File: src/design/tmps_pkg.sv
// shared types and sizes for the triangle maximum path sum block
// used by every module under design/ except tmps_row_ram; depends on nothing

package tmps_pkg;

	// sizing
	localparam int MAX_ROWS   = 512;
	localparam int ENTRY_BITS = 16;
	localparam int SUM_BITS   = 25;
	localparam int CFG_BITS   = 10;
	localparam int ROW_BITS   = $clog2(MAX_ROWS);
	localparam int LIM_BITS   = ROW_BITS + 1;
	localparam int CMP_BITS   = (CFG_BITS > LIM_BITS) ? CFG_BITS : LIM_BITS;
	localparam int EXT_BITS   = ((ENTRY_BITS > SUM_BITS) ? ENTRY_BITS : SUM_BITS) + 1;

	localparam logic [SUM_BITS-1:0] SUM_MAX = {SUM_BITS{1'b1}};

	// one entry as it travels from the position stage to the sum stage
	typedef struct packed {
		logic [ENTRY_BITS-1:0] value;
		logic [ROW_BITS-1:0]   col;
		logic                  have_left;
		logic                  have_right;
		logic                  tri_end;
	} item_t;

endpackage

File: src/design/tmps_front.sv
// position tracking and row count register for the triangle path sum block
// loads the sum-stage item register; depends on tmps_pkg

module tmps_front (
	input  logic                              clk,
	input  logic                              arst_n,
	input  logic                              row_count_we,
	input  logic [tmps_pkg::CFG_BITS-1:0]     row_count,
	input  logic                              accept,
	input  logic                              hold,
	input  logic [tmps_pkg::ENTRY_BITS-1:0]   entry_value,
	output logic [tmps_pkg::ROW_BITS-1:0]     rd_addr,
	output logic                              valid_s1,
	output tmps_pkg::item_t                   item_s1
);

	logic [tmps_pkg::CFG_BITS-1:0] row_count_q;
	logic [tmps_pkg::ROW_BITS-1:0] row_q;
	logic [tmps_pkg::ROW_BITS-1:0] col_q;
	logic [tmps_pkg::CMP_BITS-1:0] cnt_ext;
	logic [tmps_pkg::LIM_BITS-1:0] rows_use;
	logic [tmps_pkg::LIM_BITS-1:0] row_next;
	logic                          row_end;
	logic                          tri_end;

	// configuration register
	always_ff @(posedge clk or negedge arst_n) begin
		if (!arst_n) begin
			row_count_q <= tmps_pkg::CFG_BITS'(1);
		end else if (row_count_we) begin
			row_count_q <= row_count;
		end
	end

	// clamp the row count to 1..MAX_ROWS
	always_comb begin
		cnt_ext = tmps_pkg::CMP_BITS'(row_count_q);
		if (cnt_ext == '0) begin
			rows_use = tmps_pkg::LIM_BITS'(1);
		end else if (cnt_ext > tmps_pkg::CMP_BITS'(tmps_pkg::MAX_ROWS)) begin
			rows_use = tmps_pkg::LIM_BITS'(tmps_pkg::MAX_ROWS);
		end else begin
			rows_use = tmps_pkg::LIM_BITS'(cnt_ext);
		end
	end

	// end of row and end of triangle for the entry at the port
	assign row_next = tmps_pkg::LIM_BITS'(row_q) + tmps_pkg::LIM_BITS'(1);
	assign row_end  = (col_q == row_q);
	assign tri_end  = row_end && (row_next >= rows_use);
	assign rd_addr  = col_q;

	// row and column counters
	always_ff @(posedge clk or negedge arst_n) begin
		if (!arst_n) begin
			row_q <= '0;
			col_q <= '0;
		end else if (accept) begin
			if (tri_end) begin
				row_q <= '0;
				col_q <= '0;
			end else if (row_end) begin
				row_q <= row_next[tmps_pkg::ROW_BITS-1:0];
				col_q <= '0;
			end else begin
				col_q <= col_q + tmps_pkg::ROW_BITS'(1);
			end
		end
	end

	// sum-stage valid
	always_ff @(posedge clk or negedge arst_n) begin
		if (!arst_n) begin
			valid_s1 <= 1'b0;
		end else begin
			valid_s1 <= accept || hold;
		end
	end

	// sum-stage item payload
	always_ff @(posedge clk) begin
		if (accept) begin
			item_s1.value      <= entry_value;
			item_s1.col        <= col_q;
			item_s1.have_left  <= (row_q != '0) && (col_q != '0);
			item_s1.have_right <= !row_end;
			item_s1.tri_end    <= tri_end;
		end
	end

endmodule

File: config.mk
export PLATFORM = sky130hd
export DESIGN_NAME = tmps_front
export DESIGN_NICKNAME = d
export VERILOG_FILES = /design/src/design/tmps_pkg.sv /design/src/design/tmps_front.sv
export SDC_FILE = /design/constraint.sdc
export NUM_CORES = 1
export LEC_CHECK = 0
export BUFFER_PORTS_ARGS = -buffer_cell sky130_fd_sc_hd__buf_4
export CORE_MARGIN = 2
export CORE_UTILIZATION = 52
export DETAILED_ROUTE_END_ITERATION = 7
export MAX_ROUTING_LAYER = met4
export PLACE_DENSITY_LB_ADDON = 0.2
export SYNTH_ARGS = -nofsm -noshare
export SYNTH_HDL_FRONTEND = slang
export SYNTH_SLANG_ARGS = --single-unit
export TNS_END_PERCENT = 5
File: constraint.sdc
create_clock -name clk -period 2.9 [get_ports clk]
set_input_delay 0.58 -clock clk [delete_from_list [all_inputs] [get_ports clk]]
set_output_delay 0.58 -clock clk [all_outputs]
set_load 0.005 [all_outputs]
# Yosys cells after proc, flatten, opt, wreduce, memory -nomap -nowiden
# Cells that the tools add are included.
# op_classes
n_reduce_logical,9
n_lt_le_gt_ge,2
n_mux,6
n_addsub,2
n_eq_ne,1
# op_table
cell,count
2-to-1 mux 9 bit,4
2-to-1 mux 10 bit,2
nonzero test 9 bit,2
"adder 9 x 1 -> 10 bit, second input constant",1
>= comparator 10 bit,1
"greater-than comparator 10 bit, second input constant",1
logical NOT 10 bit,1
"adder 9 x 1 -> 9 bit, second input constant",1
== test 9 bit,1
logical AND 1 bit,2
AND reduction 2 bit,1
nonzero test 2 bit,1
logical NOT 1 bit,1
logical OR 1 bit,1
# totals
inputBits,31
ff_bits,57
wordCells,29
output_inout_bits,38

# Depth between registers and ports, before layout
# logic_depth
ltp_word,7
depth_mapped,11
depth_no_buf,10

# Worst setup path before layout
# Ideal clock, no wire load.
# synth_path
path_type,register -> register
start,reg row_q[0] (netlist bit)
end,reg row_q[2] (netlist bit)
required_time_ns,2.779
setup_ns,0.121
synth_period_minus_slack_ns,2.440
t_arrival_ns,2.319
n_path_buf,0
stages_incl_launch_ff,11
path_slack_ns,0.460
cell_sequence,dfrtp_1 ha_1 nand3_1 nor3_1 xnor2_1 ha_1 nand4_1 a211o_1 o311ai_4 nor2_1 a22o_1
# synth_via
elab_chain_len,5
word_cells_on_any_way,8
classes_between,add/sub: 1; order compare: 1; eq/ne: 1; mux: 2; reduce/logical: 3
# synth_lines
element,line_no,rtl
start: declaration,tmps_front.sv:18,logic [tmps_pkg::ROW_BITS-1:0] row_q;
start signal: assignment,tmps_front.sv:63,row_q <= row_next[tmps_pkg::ROW_BITS-1:0];
adder 9 x 1 -> 10 bit,tmps_front.sv:48,assign row_next = tmps_pkg::LIM_BITS'(row_q) + tmps_pkg::LIM_BITS'(1);
>= comparator 10 bit,tmps_front.sv:50,assign tri_end = row_end && (row_next >= rows_use);
logical AND 1 bit,tmps_front.sv:50,
nonzero test 2 bit (no line),n/a,
AND reduction 2 bit (no line),n/a,
# Several ways; a longest one is shown, not always the timed one. The select of a mux whose other input is x is not followed.
# A chain may end at the register's enable or synchronous reset.

# Final worst setup path
# Same ends and word-level chain as after synthesis.

==> summary.md <==
| Metric | Value |
|---|---|
| Synthesized instance count | `213` |
| Worst EP required | `3.12 ns` |
| Clock sinks | `57` |
| Min-delay worst type | `in -> async` |
| Detailed-route via count | `1900` |
| M2 GR Usage | `30.2%` |
| Die Wd | `75.7 um` |
| Most common cell after layout, fill and taps aside | `buf_4` |
| Initial antenna violation count | `0` |
| Area grow syn2layout | `28.1%` |
| Setup Viol. Count Final | `0` |
| Routed WL | `5200 um` |
| Largest family of logic cells by synthesized area | `simple AND/OR/NAND/NOR gates` |
| Worst setup margin | `0.220 ns` |
| Most frequent cells in the layout | `buf_4 (68), edfxtp_1 (28), dfrtp_1 (27)` |
| Die Height | `75.7 um` |
| Cell area after synthesis | `0.00268 mm2` |
| Number of global-route vias before repair | `1769` |
| Iter 0 DRT Violations | `150` |
| Setup bufs post-CTS | `0` |
| GRT Total Usage | `20.1%` |
| Most used routing layer | `met2` |
| Yosys warning total | `0` |
| Unique masters post-synth | `41` |
| Clock slew at reported path FFs | `0.07 ns` |
| Synthesized flop and latch total | `57` |
| Inserted Diodes | `0` |
| CTS Root Cell | `clkbuf_8` |
| Number of cell rows | `26` |
| Critical path startpoint category | `register` |
| CP endpoint kind | `register` |
| Period utilisation layout | `92.4%` |
| GP Congestion | `0.817` |
| Avg Cell Area, Syn | `12.6 um2` |
| Sequential element share of the synthesized area | `58.6%` |
| Fill count | `389` |
| Post-synthesis adder-cell area fraction | `6.55%` |
| Post-Synth XOR/XNOR Area | `6.55%` |
| Slew Limit Fails | `0` |
| Vias/cell | `5.28` |
| Unrepaired setup endpoints after global routing | `no` |
| Slew headroom | `69.5%` |
| Synth Area in Simple Gates | `12.9%` |
| Die ar. | `0.00573 mm2` |
| DP HPWL | `3780 um` |
| Compound-Gate Fraction of Synth Area | `8.75%` |
| Largest net degree at the start of global routing | `38` |
| Layout cells sized above 1 | `34.1%` |
| Met1 Use GR | `24.6%` |
| Final Critical Period | `2.68 ns` |
| CTS buffer count | `9` |
| DRC | `0` |
| Critical Path Fanout Max | `8` |
| Clock buffer depth | `2` |
| Power Density | `646 mW/mm2` |
| Arr. time, crit path | `2.90 ns` |
| Initial Utilization | `53.1%` |
| Met3 usage | `5.82%` |
| Outcome | `completed` |
| Core area | `0.00504 mm2` |
| Total grt overflow | `0` |
| Maximum VDD drop | `0.343 mV` |
| Worst hold slack | `0.172 ns` |
| H-tree Lvls | `3` |
| CTS tree | `done` |
| First-pass GRT wire length | `8110 um` |
| Slew at the pin with the worst max-slew slack | `0.455 ns` |
| Multiplexer share of the synthesized area | `4.16%` |
| Antenna Nets Post-Route | `0` |
| Final Hold Fails | `0` |
| Port Buffers | `68` |
| Setup Slack @ Placement | `0.165 ns` |
| Setup TNS | `0 ns` |
| Syn_nets | `258` |
| I/O pin cnt | `69` |
| Worst R2R Path Depth | `9` |
| Upper clock frequency limit | `373 MHz` |
| WL per Instance | `14.4 um` |
| Fin nets | `330` |
| Crit Path Class | `reg -> reg` |
| Max Cap Viol | `0` |
| Clock skew | `0.00930 ns` |
| Worst skew pair latency | `0.33 ns` |
| Drt first pass iters | `4` |
| Lkg Pwr | `1.54 nW` |
[repair_timing]
action / in CTS / in global routing
setup endpoints to repair: 0 / 7
hold buffers: 0 / 0
endpoints found under the hold margin: 0 / 0
resized for setup: 0 / 2
[area by class of cell]
| class | count | area [um2] | area share [%] |
|---|---|---|---|
| tap | 70 | 87.6 | 2.56 |
| clock inverter | 6 | 58.8 | 1.72 |
| timing repair buffer | 68 | 510 | 14.9 |
| clock buffer | 10 | 128 | 3.73 |
| inverter | 8 | 30.0 | 0.877 |
| sequential | 57 | 1570 | 45.8 |
| multi-input combinational | 141 | 1040 | 30.4 |
[sequential cells by signal, indices dropped and copies added (netlist names)]
name	cells
rd_addr	9
item_s1	28
cnt_ext	10
row_q	9
valid_s1	1
[Yosys cell counts, drive strengths merged]
| cell type | number | share of area [%] |
|---|---|---|
| mux2i | 1 | 0.37 |
| ha | 14 | 6.5 |
| mux2 | 9 | 3.8 |
| o31ai | 3 | 0.84 |
| nor3 | 3 | 0.75 |
| o21ai | 8 | 1.5 |
| nor4 | 5 | 1.7 |
| a211o | 1 | 0.33 |
| dfrtp | 28 | 26 |
| a211oi | 1 | 0.28 |
| inv | 7 | 0.98 |
| nand2b | 3 | 0.70 |
| a21oi | 5 | 0.94 |
| buf | 4 | 0.98 |
| edfxtp | 28 | 31 |
| clkinv | 1 | 0.14 |
| nand3 | 10 | 1.9 |
| and4 | 1 | 0.33 |
| or2 | 2 | 0.47 |
| o311ai | 1 | 0.98 |
| a22o | 6 | 2.0 |
| dfstp | 1 | 0.98 |
| nor4b | 1 | 0.33 |
| o21a | 1 | 0.28 |
| xor2 | 12 | 3.9 |
| xnor2 | 8 | 2.6 |
| nor2 | 13 | 1.8 |
| and3 | 5 | 1.2 |
| nand2 | 18 | 2.5 |
| clkbuf | 3 | 0.42 |
| a31oi | 3 | 0.70 |
| nand4 | 2 | 0.70 |
| o21bai | 1 | 0.28 |
| a41oi | 1 | 0.33 |
| nor2b | 2 | 0.47 |
| a2bb2oi | 1 | 0.33 |
[metrics by stage]
step                cell area [um2]  utilization, %  power [mW]  std cells
floorplan                      2680               -        1.30        213
global placement               3240            64.2        1.52        344
detailed placement             3240            64.2        1.54        344
CTS                            3420            67.9        2.24        360
global route                   3430            67.9        2.33        360
finish                         3430            67.9        2.21        360
[path summary, 6_finish.rpt]
kind / startpoint / to / slack (ns)
max: row_q[0] / row_q[2] / 0.22
min: arst_n / cnt_ext[1] / 0.17
max reg2reg: row_q[0] / row_q[2] / 0.22
min reg2reg: cnt_ext[4] / cnt_ext[4] / 0.55
max in group asynchronous: arst_n / cnt_ext[0] / 2.41
min in group clk: entry_value[13] / item_s1[25] / 0.43
[worst max-delay path, cell delays in order (launching register included)]
cell      delay, ns
dfrtp_1        0.48
ha_1           0.26
nand3_1        0.15
nor3_1         0.25
xnor2_1        0.13
ha_1           0.30
nand4_1        0.17
o311ai_4       0.44
nor2_2         0.15
a22o_1         0.25
[logic make-up (layout without fill, tap and decap cells)]
logic type,after synthesis,count (layout)
AOI/OAI and AO/OA,32,32
xor gates and xnor gates,20,20
adders and majority gates,14,14
buffers and inverters,15,92
DFF,57,57
muxes,10,10
and+or+nand+nor,65,65
[layer usage]
layer  wire length [um]  vias up
met5                  0        -
met4                136        0
met3                350       12
met2               2460       67
met1               2250      904
li1                   -      917
[power breakdown]
part | total, mW | internal (mW) | switching [mW]
Clock | 0.693 | 0.390 | 0.302
Sequential | 1.08 | 0.961 | 0.117
Combinational | 0.441 | 0.235 | 0.205
Power figures use the tool's default switching activity.
