<file path="src/design/tmps_pkg.sv">
// shared types and sizes for the triangle maximum path sum block
// used by every module under design/ except tmps_row_ram; depends on nothing

package tmps_pkg;

	// sizing
	localparam int MAX_ROWS   = 512;
	localparam int ENTRY_BITS = 16;
	localparam int SUM_BITS   = 25;
	localparam int CFG_BITS   = 10;
	localparam int ROW_BITS   = $clog2(MAX_ROWS);
	localparam int LIM_BITS   = ROW_BITS + 1;
	localparam int CMP_BITS   = (CFG_BITS > LIM_BITS) ? CFG_BITS : LIM_BITS;
	localparam int EXT_BITS   = ((ENTRY_BITS > SUM_BITS) ? ENTRY_BITS : SUM_BITS) + 1;

	localparam logic [SUM_BITS-1:0] SUM_MAX = {SUM_BITS{1'b1}};

	// one entry as it travels from the position stage to the sum stage
	typedef struct packed {
		logic [ENTRY_BITS-1:0] value;
		logic [ROW_BITS-1:0]   col;
		logic                  have_left;
		logic                  have_right;
		logic                  tri_end;
	} item_t;

endpackage

</file>
<file path="src/design/tmps_accum.sv">
// sum stage: parent select, add, row store write-back, best tracking
// and result register; depends on tmps_pkg

module tmps_accum (
	input  logic                            clk,
	input  logic                            arst_n,
	input  logic                            valid_s1,
	input  tmps_pkg::item_t                 item_s1,
	input  logic [tmps_pkg::SUM_BITS-1:0]   rd_data,
	input  logic [tmps_pkg::ROW_BITS-1:0]   rd_addr,
	input  logic                            accept,
	input  logic                            result_stall,
	output logic                            hold,
	output logic                            wr_en,
	output logic [tmps_pkg::ROW_BITS-1:0]   wr_addr,
	output logic [tmps_pkg::SUM_BITS-1:0]   wr_data,
	output logic                            result_valid,
	output logic [tmps_pkg::SUM_BITS-1:0]   max_path_sum
);

	logic                          fwd_q;
	logic [tmps_pkg::SUM_BITS-1:0] fwd_data_q;
	logic [tmps_pkg::SUM_BITS-1:0] left_hold_q;
	logic [tmps_pkg::SUM_BITS-1:0] best_q;
	logic                          result_valid_q;
	logic [tmps_pkg::SUM_BITS-1:0] result_q;

	logic [tmps_pkg::SUM_BITS-1:0] old_sum;
	logic [tmps_pkg::SUM_BITS-1:0] left;
	logic [tmps_pkg::SUM_BITS-1:0] right;
	logic [tmps_pkg::SUM_BITS-1:0] parent;
	logic [tmps_pkg::EXT_BITS-1:0] sum_ext;
	logic [tmps_pkg::SUM_BITS-1:0] sum;
	logic [tmps_pkg::SUM_BITS-1:0] best_next;
	logic                          fire;

	// parent select with forwarding of the previous write
	always_comb begin
		old_sum = fwd_q ? fwd_data_q : rd_data;
		left    = item_s1.have_left  ? left_hold_q : '0;
		right   = item_s1.have_right ? old_sum     : '0;
		parent  = (right > left) ? right : left;
	end

	// saturating add and running maximum
	always_comb begin
		sum_ext = tmps_pkg::EXT_BITS'(item_s1.value) + tmps_pkg::EXT_BITS'(parent);
		if (sum_ext > tmps_pkg::EXT_BITS'(tmps_pkg::SUM_MAX)) begin
			sum = tmps_pkg::SUM_MAX;
		end else begin
			sum = sum_ext[tmps_pkg::SUM_BITS-1:0];
		end
		best_next = (sum > best_q) ? sum : best_q;
	end

	// stall only a triangle end that finds the result register busy
	assign hold    = valid_s1 && item_s1.tri_end && result_valid_q && result_stall;
	assign fire    = valid_s1 && !hold;
	assign wr_en   = fire;
	assign wr_addr = item_s1.col;
	assign wr_data = sum;

	// forwarding for a read of the address being written
	always_ff @(posedge clk or negedge arst_n) begin
		if (!arst_n) begin
			fwd_q <= 1'b0;
		end else if (accept) begin
			fwd_q <= fire && (rd_addr == item_s1.col);
		end
	end

	always_ff @(posedge clk) begin
		if (accept) begin
			fwd_data_q <= sum;
		end
	end

	// left parent and best sum
	always_ff @(posedge clk or negedge arst_n) begin
		if (!arst_n) begin
			left_hold_q <= '0;
			best_q      <= '0;
		end else if (fire) begin
			left_hold_q <= right;
			best_q      <= item_s1.tri_end ? '0 : best_next;
		end
	end

	// result register
	always_ff @(posedge clk or negedge arst_n) begin
		if (!arst_n) begin
			result_valid_q <= 1'b0;
		end else if (fire && item_s1.tri_end) begin
			result_valid_q <= 1'b1;
		end else if (!result_stall) begin
			result_valid_q <= 1'b0;
		end
	end

	always_ff @(posedge clk) begin
		if (fire && item_s1.tri_end) begin
			result_q <= best_next;
		end
	end

	assign result_valid = result_valid_q;
	assign max_path_sum = result_q;

	// a finished triangle shows its maximum in the next cycle
	a_result_load: assert property (@(posedge clk) disable iff (!arst_n)
		(fire && item_s1.tri_end) |=> (result_valid_q && result_q == $past(best_next)))
		else $error("result not loaded after triangle end");

	// a new triangle starts from a clean state
	a_tri_clear: assert property (@(posedge clk) disable iff (!arst_n)
		(fire && item_s1.tri_end) |=> (best_q == '0 && left_hold_q == '0))
		else $error("state not cleared after triangle end");

	// forwarding only follows a write in the previous cycle
	a_fwd_src: assert property (@(posedge clk) disable iff (!arst_n)
		$rose(fwd_q) |-> $past(wr_en))
		else $error("forward without a preceding write");

	// a stalled sum stage blocks new transactions
	a_hold_block: assert property (@(posedge clk) disable iff (!arst_n)
		hold |-> !accept)
		else $error("transaction accepted while sum stage holds");

endmodule

</file>
<file path="config.mk">
export PLATFORM = sky130hd
export DESIGN_NAME = tmps_accum
export DESIGN_NICKNAME = d
export VERILOG_FILES = /design/src/design/tmps_pkg.sv /design/src/design/tmps_accum.sv
export SDC_FILE = /design/constraint.sdc
export NUM_CORES = 1
export LEC_CHECK = 0
export ABC_AREA = 1
export BUFFER_PORTS_ARGS = -buffer_cell sky130_fd_sc_hd__buf_2
export CELL_PAD_IN_SITES_DETAIL_PLACEMENT = 0
export CELL_PAD_IN_SITES_GLOBAL_PLACEMENT = 2
export CORE_MARGIN = 1
export CORE_UTILIZATION = 33
export CTS_CLUSTER_DIAMETER = 80
export DETAILED_ROUTE_END_ITERATION = 10
export PLACE_DENSITY_LB_ADDON = 0.25
export REMOVE_ABC_BUFFERS = 1
export SKIP_CTS_REPAIR_TIMING = 1
export SLEW_MARGIN = 25
export SYNTH_ARGS = -nofsm -noshare
export SYNTH_HDL_FRONTEND = slang
export SYNTH_SLANG_ARGS = --single-unit
</file>
<file path="constraint.sdc">
create_clock -name clk -period 8.3 [get_ports clk]
set_input_delay 1.245 -clock clk [delete_from_list [all_inputs] [get_ports clk]]
set_output_delay 1.245 -clock clk [all_outputs]
set_load 0.02 [all_outputs]
</file>
Word-level counts from Yosys, hierarchy flattened
Cells that the tools add are included.
Widths: inputs -> output; s select.
{ "op_classes": {"order_cmp": 3, "n_reduce_logical": 7, "n_addsub": 1, "n_eq_ne": 2, "muxes": 9} }
{ "ops": {"columns": ["cell", "count"], "rows": [
  ["$mux 25", 7],
  ["$gt 25x25->1", 2],
  ["$add 16x25->26", 1],
  ["$gt 26x25->1 const B", 1],
  ["$eq 9x9->1", 1],
  ["$logic_and 1x1->1", 6],
  ["$mux 1", 2],
  ["$ne 2x1->1 const B", 1],
  ["$logic_not 1->1", 1]
]} }
{ "totals": {"regBits": 102, "elab_cells": 28, "input_bits": 67} }

Depth between registers and ports, before layout
{ "depth": {"word_depth": 10, "ltp_mapped": 52} }

Worst setup path after synthesis
OpenSTA, ideal clock, no wires.
{ "synth_timing": {"path_kind": "input to register", "from": "input item_s1[2] in the netlist's numbering", "to": "register result_q (netlist bit max_path_sum[18]) (data pin)", "cell_stages": 36, "path_buffers": 7, "setup_slack_ps": 606, "t_arrival_ps": 7439, "setup_time_ps": 255, "required_time_ps": 8045, "cell_sequence": "clkbuf_1 -> clkbuf_1 -> clkbuf_1 -> nand2_1 -> ha_1 -> nand2_1 -> nor3_1 -> nand4_4 -> nand2_4 -> buf_6 -> clkbuf_1 -> o21ai_0 -> ha_1 -> fa_1 -> a21oi_1 -> o21ai_0 -> a21oi_1 -> o21ai_0 -> a21oi_1 -> inv_1 -> nand2_1 -> xor2_1 -> nand2_1 -> ha_1 -> nand2_1 -> nor2_1 -> nand2_1 -> nor4_1 -> nand2_1 -> nand2_1 -> inv_1 -> nor2_1 -> buf_2 -> buf_2 -> nand3_1 -> and2_1"} }
{ "synth_between": {"elab_chain_len": 8} }
{ "synth_lines": {"columns": ["item", "line", "source"], "rows": [
  ["from (decl)", "tmps_accum.sv:8", "input tmps_pkg::item_t item_s1,"],
  ["$mux 25 *", "tmps_accum.sv:40", "left = item_s1.have_left ? left_hold_q : '0;"],
  ["$gt 25x25->1", "tmps_accum.sv:42", "parent = (right > left) ? right : left;"],
  ["$mux 25 *", "tmps_accum.sv:42", null],
  ["$add 16x25->26 *", "tmps_accum.sv:47", "sum_ext = tmps_pkg::EXT_BITS'(item_s1.value) + tmps_pkg::EXT_BITS'(parent);"],
  ["$gt 26x25->1", "tmps_accum.sv:48", "if (sum_ext > tmps_pkg::EXT_BITS'(tmps_pkg::SUM_MAX)) begin"],
  ["$mux 25 *", "tmps_accum.sv:48", null],
  ["via wr_data (one bit)", "tmps_accum.sv:16", "output logic [tmps_pkg::SUM_BITS-1:0] wr_data,"],
  ["$gt 25x25->1 *", "tmps_accum.sv:53", "best_next = (sum > best_q) ? sum : best_q;"],
  ["$mux 25 *", "tmps_accum.sv:53", null],
  ["via best_next (one bit)", "tmps_accum.sv:34", "logic [tmps_pkg::SUM_BITS-1:0] best_next;"],
  ["to (signal assigned)", "tmps_accum.sv:102", "result_q <= best_next;"],
  ["to (decl)", "tmps_accum.sv:26", "logic [tmps_pkg::SUM_BITS-1:0] result_q;"]
]} }
The timed path passes the listed nets; every way through them passes the cells marked *.
A chain may end at the register's enable or synchronous reset.

Final worst setup path
{ "layout_timing": {"from": "input item_s1[1] in the netlist's numbering", "to": "register result_q (netlist bit max_path_sum[17]) (data pin)"} }
{ "layout_between": {"elab_chain_len": 8} }
{ "layout_lines": {"columns": ["item", "line", "source"], "rows": [
  ["$mux 25 *", "tmps_accum.sv:41", "right = item_s1.have_right ? old_sum : '0;"],
  ["via right (one bit)", "tmps_accum.sv:30", "logic [tmps_pkg::SUM_BITS-1:0] right;"],
  ["$gt 25x25->1", "tmps_accum.sv:42", null],
  ["$mux 25 *", "tmps_accum.sv:42", null],
  ["$add 16x25->26 *", "tmps_accum.sv:47", null],
  ["$gt 26x25->1", "tmps_accum.sv:48", null],
  ["$mux 25 *", "tmps_accum.sv:48", null],
  ["$gt 25x25->1", "tmps_accum.sv:53", null],
  ["$mux 25 *", "tmps_accum.sv:53", null],
  ["via best_next (one bit)", "tmps_accum.sv:34", null]
]} }
Marks and branches as above.

==> reports/qor.txt <==
outcome -> finished, final reports clean
CTS tree -> built
Worst Setup End Kind -> register
flops & latches, synth -> 102
Cells after DPL -> 1,329
Cells after Synth -> 936
# setup viols final -> 0
share of cells above drive strength 1 -> 21.4%
number of buffers created by CTS -> 9
Largest stage delay, worst path -> 0.40 ns
crit-path most repeated cell -> nand2_1
Final Hold Viols -> 0
CP Class -> in -> reg
Total GRT Usage -> 20.2%
clk slew on worst S/H paths -> 0.08 ns
Area Overhead vs Synth -> 17.4%
Finished Layout Cells -> 1,345
root buffer cell -> clkbuf_16
YS warnings -> 0
Max-slew headroom -> 43.9%
switching power total -> 1180 µW
Max Freq -> 132 MHz
worst-margin pin slew -> 0.842 ns
global-route wire length before repair -> 34.4 mm
Flop pwr share -> 29.1%
Final Cycle Share -> 91.1%
worst path required time -> 8.43 ns
Post-DRT Antenna Nets -> 0
initial core utilization -> 33.6%
DRT Wirelength -> 22.1 mm
Clock Power Share -> 16.5%
biggest area consumer among synthesized cells -> edfxtp_1
Finished Core Util -> 39.4%
Clock Latency Late Sink -> 0.37 ns
DP HPWL -> 16.8 mm
drt wl/cell -> 16.4 µm
Combinational Power Share -> 54.4%
row cnt -> 54
Seq/Total Area, Yosys -> 38.4%
core area -> 0.0218 mm²
Tmin final -> 7.57 ns
Net Sw Frac -> 44.0%
Worst EP arrival -> 7.69 ns
initial antenna violation count -> 0
DRT Pass-1 Iters -> 5
reg-to-reg startpoint -> fwd_q$_DFFE_PN0P_
Slowest cell on crit path -> fa_1
Unique masters post-synth -> 40
Via density -> 4.72
DIE AREA -> 0.0227 mm²
gr ovfl total -> 0
Worst Hold Class -> reg -> reg
Clock Sinks -> 102
Int Pwr -> 1500 µW
Setup crit start -> item_s1[1]
startpoint types -> input pin
RSZ-0062 raised after global routing -> no
Mapped Area -> 0.00730 mm²
area of the multi-input gates -> 0.00398 mm²
max cap viols -> 0
drt initial violations -> 337
CP max FO -> 29
Worst VDD drop -> 0.000167 V
die height -> 151 µm
Final #Nets -> 1,194
number of I/O port buffers -> 128
syn_area_per_cell -> 7.80 µm²
Reg area -> 0.00280 mm²
routability cong. -> 0.838
setup_tns -> 0 ns
Top-Level Pins -> 129
hold path startpoint -> left_hold_q[7]$_DFFE_PN0P_
# diodes -> 0
CTS H-tree depth -> 3
Pleak -> 0.00440 µW
vias in the first global route -> 6,125
Post-route DRC -> 0
power per cell area -> 312 mW/mm²
Vias -> 6,345
top cells by area, synth -> edfxtp_1 21%, dfrtp_1 18%, nand2_1 16%, ha_1 11%, nor2_1 4.5%
top cell type's share of synthesized area -> 20.6%
die span in x -> 151 µm
pin count of the biggest net entering global routing -> 53
worst clock skew -> 0.0131 ns
Bufs on Longest Clock Path -> 2
fillers -> 2,346
Min Hold Slack -> 0.477 ns
Pins Over Slew Limit -> 0
layer usage:
metal | global-route usage [%] | vias to the layer above | routed length, µm
met3 | 2.00 | 24 | 655
li1 | - | 3310 | -
met5 | 0 | - | 0
met1 | 30.0 | 2901 | 11500
met2 | 30.7 | 110 | 9530
met4 | 6.10 | 0 | 367
state kept, by name, summed over array words and instances, names as in the netlist:
signal / count
best_q: 25
fwd_data_q: 25
left_hold_q: 25
max_path_sum: 25
fwd_q: 1
result_valid: 1
critical path, delay by kind of cell:
family / cells / cell delay (ns)
adder cells (fa/ha/maj): 4 / 1.18
buffers and inverters: 5 / 0.91
AO/OA/AOI/OAI: 6 / 1.20
XOR/XNOR: 1 / 0.28
AND/OR/NAND/NOR: 20 / 2.85
cells in the final DEF, fill, tap and decap left out, types with 19 or more instances in the layout:
cell type,n
nand2_1,302
buf_2,128
nor2_1,84
inv_1,74
ha_1,66
a21oi_1,55
dfrtp_1,52
edfxtp_1,50
o21ai_0,43
nand3_1,35
buf_4,26
xnor2_1,19
cells in the mapped netlist, drive strengths merged:
cell type / instances
a211oi: 1
a21o: 1
a21oi: 56
a31oi: 2
and2: 23
buf: 22
clkbuf: 20
clkinv: 1
dfrtp: 52
edfxtp: 50
fa: 1
ha: 66
inv: 78
nand2: 312
nand3: 51
nand4: 17
nor2: 93
nor3: 5
nor4: 2
o211ai: 3
o21a: 7
o21ai: 44
o21bai: 1
o221ai: 2
xnor2: 19
xor2: 7
kinds of logic (layout without fill, tap and decap cells):
kind of cell	after synthesis	in the layout	share of synthesized area, %
flip-flops	102	102	38.4
adder cells (fa/ha/maj)	67	67	11.6
buffers and inverters	121	250	7.30
AO/OA/AOI/OAI	117	117	8.60
XOR/XNOR	26	26	3.12
AND/OR/NAND/NOR	503	503	31.0
power by group through the flow:
stage          clock network [µW]  logic, µW  registers (µW)
6_report                      442       1460             779
2_1_floorplan                   0        947             818
3_3_place_gp                    0       1460             788
3_5_place_dp                    0       1460             786
5_1_grt                       468       1640             793
4_1_cts                       452       1470             779
per-stage QoR:
stage	setup WS (ns)	area (µm²)	total power, µW
finish	0.735	8570	2680
global route	0.00397	8570	2900
CTS	0.672	8570	2700
detailed placement	0.310	8280	2250
global placement	0.393	8280	2240
floorplan	-0.107	7070	1760
path summary, 6_finish.rpt:
check | to | slack, ns | depth (start not counted)
setup / recovery | max_path_sum[17]$_DFFE_PP_ | 0.73 | 36
hold / removal | left_hold_q[7]$_DFFE_PN0P_ | 0.48 | 2
setup reg to reg | max_path_sum[17]$_DFFE_PP_ | 0.90 | 37
hold reg to reg | left_hold_q[7]$_DFFE_PN0P_ | 0.48 | 2
max in group asynchronous | best_q[12]$_DFFE_PN0P_ | 6.72 | 2
min in group asynchronous | left_hold_q[17]$_DFFE_PN0P_ | 1.05 | 2
area by class of cell:
class                      count  area share [%]
inverter                      79            3.50
clock inverter                 7           0.730
sequential                   102            32.7
timing repair buffer         155            9.98
clock buffer                   9            2.63
multi-input combinational    713            46.4
tap                          280            4.09
Power figures use the tool's default switching activity.
